$ cat src/rtl/tcu_pkg.sv
// Shared types, constants and helper functions of the tricubic upsampler.
// No dependencies; imported by tcu_if, tcu_lane and the top level.
`timescale 1ns / 1ps

package tcu_pkg;

	// grid and factor limits
	localparam int AXIS_MAX   = 16;
	localparam int FACTOR_MAX = 4;
	localparam int AXIS_W     = $clog2(AXIS_MAX);
	localparam int ADDR_W     = 3 * AXIS_W;
	localparam int SIZE_W     = 5;
	localparam int FAC_W      = 3;
	localparam int FINE_W     = 6;
	localparam int CFG_IDX_W  = 2;
	localparam int CFG_DATA_W = 5;

	// datapath widths
	localparam int VAL_W      = 32;
	localparam int MID_W      = 34;   // per-pass result, unsaturated
	localparam int WGT_W      = 9;    // Catmull-Rom integer weight
	localparam int PROD_W     = MID_W + WGT_W;
	localparam int ACC_W      = 42;   // dot product of four terms
	localparam int DEN_W      = 8;    // divisor 2*f^3
	localparam int DIG        = 8;    // quotient bits per divider cycle
	localparam int DIV_W      = 48;
	localparam int DIV_STEPS  = DIV_W / DIG;
	localparam int NB_DEPTH   = 64;
	localparam int NB_W       = $clog2(NB_DEPTH);

	typedef enum logic [CFG_IDX_W-1:0] {
		REG_SIZE_X,
		REG_SIZE_Y,
		REG_SIZE_Z,
		REG_FACTOR
	} reg_idx_t;

	typedef enum logic [2:0] {
		ST_IDLE,
		ST_WRAP,
		ST_GATHER,
		ST_MAC,
		ST_DIV,
		ST_STORE,
		ST_EMIT
	} state_t;

	typedef enum logic [1:0] {
		PASS_X,
		PASS_Y,
		PASS_Z
	} pass_t;

	// control word from the sequencer to both channel lanes
	typedef struct packed {
		logic              nb_we;
		logic [NB_W-1:0]   nb_waddr;
		logic [NB_W-1:0]   nb_raddr;
		pass_t             pass;
		logic [3:0]        sel_idx;
		logic              issue;
		logic              first;
		logic [WGT_W-1:0]  wgt;
		logic              div_load;
		logic              div_step;
		logic [DEN_W-1:0]  den;
		logic              store;
	} ctl_t;

	// tap weight i of fraction j/f, scaled by 2*f^3
	function automatic logic [WGT_W-1:0] catmull_weight(input logic [FAC_W-1:0] f,
		input logic [1:0] j, input logic [1:0] i);
		int a;
		int b;
		int w;
		a = int'(j);
		b = int'(f) - a;
		case (i)
			2'd0: w = -a * b * b;
			2'd1: w = b * (2 * b * b + 6 * a * b + a * a);
			2'd2: w = a * (2 * a * a + 6 * a * b + b * b);
			default: w = -a * a * b;
		endcase
		return WGT_W'(w);
	endfunction

	function automatic logic [SIZE_W-1:0] eff_size(input logic [SIZE_W-1:0] s);
		if (s == '0)
			return SIZE_W'(1);
		if (s > SIZE_W'(AXIS_MAX))
			return SIZE_W'(AXIS_MAX);
		return s;
	endfunction

	function automatic logic [FAC_W-1:0] eff_factor(input logic [FAC_W-1:0] f);
		if (f == '0)
			return FAC_W'(1);
		if (f > FAC_W'(FACTOR_MAX))
			return FAC_W'(FACTOR_MAX);
		return f;
	endfunction

	// periodic successor on an axis of n points
	function automatic logic [AXIS_W-1:0] wrap_next(input logic [AXIS_W-1:0] c,
		input logic [SIZE_W-1:0] n);
		if (SIZE_W'(c) + SIZE_W'(1) == n)
			return '0;
		return c + AXIS_W'(1);
	endfunction

	// periodic predecessor on an axis of n points
	function automatic logic [AXIS_W-1:0] wrap_prev(input logic [AXIS_W-1:0] c,
		input logic [SIZE_W-1:0] n);
		if (c == '0)
			return AXIS_W'(n - SIZE_W'(1));
		return c - AXIS_W'(1);
	endfunction

endpackage

$ cat src/rtl/tcu_lane.sv
// One channel of the interpolator: neighbor scratch, pass buffers, MAC and divider.
// Depends on tcu_pkg; driven by the sequencer in the top level.
`timescale 1ns / 1ps

module tcu_lane import tcu_pkg::*; (
	input  logic                     clk,
	input  logic                     arst_n,
	input  ctl_t                     ctl,
	input  logic [VAL_W-1:0]         grid_rd,
	output logic signed [VAL_W-1:0]  res_sat
);

	// gathered 4x4x4 neighborhood, indexed {x, y, z}
	logic [VAL_W-1:0]         nb_mem [NB_DEPTH];
	logic [VAL_W-1:0]         nb_rd_q;
	// x-pass and y-pass results
	logic signed [MID_W-1:0]  e2_q [16];
	logic signed [MID_W-1:0]  e3_q [4];
	logic signed [MID_W-1:0]  sel_q;

	pass_t                    pass_s1;
	logic signed [WGT_W-1:0]  wgt_s1;
	logic                     first_s1, vld_s1;
	logic signed [PROD_W-1:0] prod_s2;
	logic                     first_s2, vld_s2;
	logic signed [ACC_W-1:0]  acc_q;
	logic signed [MID_W-1:0]  opnd;

	logic signed [ACC_W-1:0]  half, t;
	logic [ACC_W-1:0]         mag;
	logic [DIV_W-1:0]         dv_q, dv_n, q;
	logic [DEN_W-1:0]         rem_q, rem_n, r;
	logic [DEN_W:0]           r9;
	logic                     neg_q;
	logic signed [MID_W-1:0]  qs, res;

	// scratch memory
	always_ff @(posedge clk) begin
		if (ctl.nb_we)
			nb_mem[ctl.nb_waddr] <= grid_rd;
		nb_rd_q <= nb_mem[ctl.nb_raddr];
	end

	// pass buffers: registered operand read, result write-back
	always_ff @(posedge clk) begin
		case (ctl.pass)
			PASS_Y: sel_q <= e2_q[ctl.sel_idx];
			default: sel_q <= e3_q[ctl.sel_idx[1:0]];
		endcase
		if (ctl.store) begin
			case (ctl.pass)
				PASS_X: e2_q[ctl.sel_idx] <= res;
				default: e3_q[ctl.sel_idx[1:0]] <= res;
			endcase
		end
	end

	// MAC pipeline control
	always_ff @(posedge clk or negedge arst_n) begin
		if (!arst_n) begin
			vld_s1   <= 1'b0;
			vld_s2   <= 1'b0;
			first_s1 <= 1'b0;
			first_s2 <= 1'b0;
			pass_s1  <= PASS_X;
		end else begin
			vld_s1   <= ctl.issue;
			first_s1 <= ctl.first;
			pass_s1  <= ctl.pass;
			vld_s2   <= vld_s1;
			first_s2 <= first_s1;
		end
	end

	assign opnd = (pass_s1 == PASS_X) ? MID_W'($signed(nb_rd_q)) : sel_q;

	// multiply, then accumulate
	always_ff @(posedge clk) begin
		wgt_s1  <= $signed(ctl.wgt);
		prod_s2 <= opnd * wgt_s1;
		if (vld_s2)
			acc_q <= first_s2 ? ACC_W'(prod_s2) : acc_q + ACC_W'(prod_s2);
	end

	// rounding offset and magnitude for the floor division
	assign half = $signed({{(ACC_W-DEN_W){1'b0}}, ctl.den >> 1});
	assign t    = acc_q + half;
	assign mag  = t[ACC_W-1] ? ACC_W'(-t) : ACC_W'(t);

	// restoring division, DIG quotient bits per cycle
	always_comb begin
		r = rem_q;
		q = dv_q;
		r9 = '0;
		for (int b = 0; b < DIG; b++) begin
			r9 = {r, q[DIV_W-1]};
			q = {q[DIV_W-2:0], 1'b0};
			if (r9 >= {1'b0, ctl.den}) begin
				r9 = r9 - {1'b0, ctl.den};
				q[0] = 1'b1;
			end
			r = r9[DEN_W-1:0];
		end
		rem_n = r;
		dv_n = q;
	end

	always_ff @(posedge clk) begin
		if (ctl.div_load) begin
			dv_q  <= {{(DIV_W-ACC_W){1'b0}}, mag};
			neg_q <= t[ACC_W-1];
			rem_q <= '0;
		end else if (ctl.div_step) begin
			dv_q  <= dv_n;
			rem_q <= rem_n;
		end
	end

	// floor of the signed quotient
	assign qs  = $signed(dv_q[MID_W-1:0]);
	assign res = neg_q ? -qs - MID_W'(rem_q != '0) : qs;

	// clamp to 32 bits
	always_comb begin
		if (res[MID_W-1:VAL_W-1] == '0 || res[MID_W-1:VAL_W-1] == '1)
			res_sat = res[VAL_W-1:0];
		else if (res[MID_W-1])
			res_sat = {1'b1, {(VAL_W-1){1'b0}}};
		else
			res_sat = {1'b0, {(VAL_W-1){1'b1}}};
	end

endmodule

$ cat config.mk
export PLATFORM = sky130hd
export DESIGN_NAME = tcu_lane
export DESIGN_NICKNAME = d
export VERILOG_FILES = /design/src/rtl/tcu_pkg.sv /design/src/rtl/tcu_lane.sv
export SDC_FILE = /design/constraint.sdc
export NUM_CORES = 2
export LEC_CHECK = 0
export BUFFER_PORTS_ARGS = -buffer_cell sky130_fd_sc_hd__buf_2
export CAP_MARGIN = 20
export CORE_MARGIN = 10
export CORE_UTILIZATION = 55
export DETAILED_ROUTE_END_ITERATION = 16
export PLACE_DENSITY = 0.71
export SYNTH_ARGS = -nofsm -noshare
export SYNTH_HDL_FRONTEND = slang
export SYNTH_SLANG_ARGS = --single-unit
$ cat constraint.sdc
create_clock -name clk -period 26.8 [get_ports clk]
set_input_delay 4.02 -clock clk [delete_from_list [all_inputs] [get_ports clk]]
set_output_delay 4.02 -clock clk [all_outputs]
set_load 0.005 [all_outputs]
==> run metrics <==
Worst Path Arrival=around 24000 ps; pin count of the biggest net entering global routing=between 100 and 150; Die Span Y=505 µm; floorplan row count=between 150 and 200; Seq cells post-synth=between 2000 and 3000; area delta synth->final=11.8%; Vias/cell=6.28; share of cells above drive strength 1=24.2%; min Tclk post-route=around 23000 ps; die width=about 510 µm; Synth top area share=65.2%; Top FF cell, synth=edfxtp_1; CP startpoint kind=input pin; Pre-antenna DRT Iters=5; I/O pin count=roughly 110; Final HPWL DP=about 180 mm; clock edge transition at the registers on the reported setup and hold paths=approximately 60 ps; Mapped Cells=7016; largest area contributor in the netlist=edfxtp_1; CTS tree=done; Clock Root Buffer=clkbuf_16; RSZ-0062 raised after global routing=false; clock skew=98.4 ps; Initial DRC Count=about 7600; Post-Layout Cell Count=between 10000 and 15000; post-route ant nets=0; Slew HR=a little over a quarter; Slew @ Worst Pin=1100 ps; H-tree level count=5; Post-synth EDFFs=roughly 2800; port buffer count=between 100 and 150; Placed Cells=~10000; total negative setup slack=0 ps; Post-route DRC=0; initial antenna violation count=28; clk sink count=~3000; vias=between 60000 and 70000; most used cell along the critical path=o21ai_0; drt wl/cell=approximately 29 µm; Max-Cap Viols=0; max-slew violations=0; f_max=0.0437 GHz; Worst-Skew Late Latency=around 950 ps; count of cell types in the netlist=90; Critical Path RT=around 28000 ps; mapped cell area=between 100000 and 150000 µm²; RePlAce Congestion=around 0.86; worst slack, placed=roughly 3000 ps; syn avg cell area=around 18 µm²; Remaining Overflow, GRT=0; Async S/R FF share, synth=less than 1%; most instantiated cells after synthesis=edfxtp_1, mux4_2, nand2_1; area of the die=roughly 260000 µm²; Crit Path Max Fanout=15; NumNets Final=7863; Final Cycle Share=a little under nine tenths; GRT Util Overall=24.5%; Hold-fix buffers, CTS=0; syn_nets=between 7000 and 8000; register area share after synthesis=between 60% and 70%; status=finished, final reports clean; Initial Util=between 50 and 60%; setup slack after layout=slightly below 4000 ps; CP endpoint kind=flip-flop; top-count cell post-synth=edfxtp_1; CTS max path bufs=4; kind of critical path=input pin to flip-flop; post-CTS sizing=0; core area=approximately 230000 µm²; Setup Buffers After CTS=0; Synth Warn #=0; top post-synthesis cells by area=edfxtp_1, mux4_2, fa_1, ha_1, dfxtp_1; first-pass GRT wire length=467 mm; final WL=~310 mm; Inserted Clock Buffers=approximately 300; vias in the first global route=69200; final setup violation count=0; final hold vios=0; critical path's slowest cell=nor3_2; Worst Hold Class=flip-flop to flip-flop; CP max stage delay=~670 ps
[placed cells by master, fill, tap and decap left out, types with 43 or more instances in the layout]
cell type,Yosys,final
nand3_1,61,61
inv_1,375,375
nor2_4,0,76
clkinv_2,0,55
o21ai_0,167,145
nor2b_1,43,43
clkbuf_16,0,313
mux2i_1,50,46
xnor2_1,137,135
xor2_1,81,81
fa_1,252,252
nor2_1,205,129
clkinv_1,0,59
edfxtp_1,2813,2813
clkbuf_1,224,56
a21o_1,67,67
ha_1,233,233
and2_1,104,104
dfxtp_1,131,129
buf_4,0,162
nand2_1,435,435
a21oi_1,139,137
mux4_2,871,871
nor3_1,63,56
mux2_2,58,58
buf_2,6,98
[sequential cells by signal, indices dropped and copies added, names as in the netlist, 2 cells and up]
register  count
prod_s2      42
nb_rd_q      32
e3_q        136
pass_s1       2
wgt_s1        9
nb_mem     2048
dv_q         48
sel_q        34
e2_q        544
acc_q        42
rem_q         8
[logic make-up (layout without fill, tap and decap cells)]
| group | after synthesis | after routing | share of synthesized area [%] |
|---|---|---|---|
| flops | 2950 | 2950 | 67.3 |
| simple gates | 1088 | 1088 | 3.97 |
| mux | 982 | 982 | 16.1 |
| buf+inv | 690 | 1203 | 2.03 |
| compound gates | 603 | 603 | 3.03 |
| fa+ha+maj | 485 | 485 | 6.14 |
| xor+xnor | 218 | 218 | 1.47 |
| other cells | 0 | 1 | 0 |
[cell type report]
type                    count  area (µm²)
clock inverters           158        1420
diodes                      1        2.50
fillers                 16200       90100
well taps                3150        3940
multi-input cells        3376       40400
clock buffers             378        8170
flip-flops and latches   2950       87200
repair buffers            292        2260
inverters                 375        1410
[metrics by stage]
step	hold slack, ps	cell area (µm²)	util [%]
2_1_floorplan	331	130000	-
3_3_place_gp	345	135000	57.4
3_5_place_dp	335	135000	57.4
4_1_cts	359	144000	61.5
5_1_grt	362	145000	61.7
6_report	354	145000	61.7
[worst max-delay path: cells and delay by family]
kind                       cells  cell delay [ps]
AOI/OAI and AO/OA             53            11560
and+or+nand+nor               17             3740
adders and majority gates      8             2610
buffers and inverters          3              650
muxes                          3             1090
[routing by layer]
metal  GRT usage [%]  up-vias  part of all wire [%]
li1                -    28200                     -
met1            33.4    35400                    39
met2            41.0     2933                    50
met3            4.33      539                   7.9
met4            6.77        8                   2.8
met5               0        -                 0.015
[final timing paths]
check / from / endpoint / slack (ps) / cells after the start
setup / recovery: ctl[5] / rem_q[7] / 3910 / 84
hold / removal: vld_s1 / vld_s2 / 350 / 0
setup reg to reg: rem_q[3] / rem_q[7] / 7250 / 82
hold reg to reg: vld_s1 / vld_s2 / 350 / 0
max in group asynchronous: arst_n / first_s2 / 23670 / 1
min in group asynchronous: arst_n / pass_s1[0] / 2950 / 1
Power is left out: the tool's default activity adds up to more than one toggle a clock period on the data nets, which glitch-free logic cannot reach.
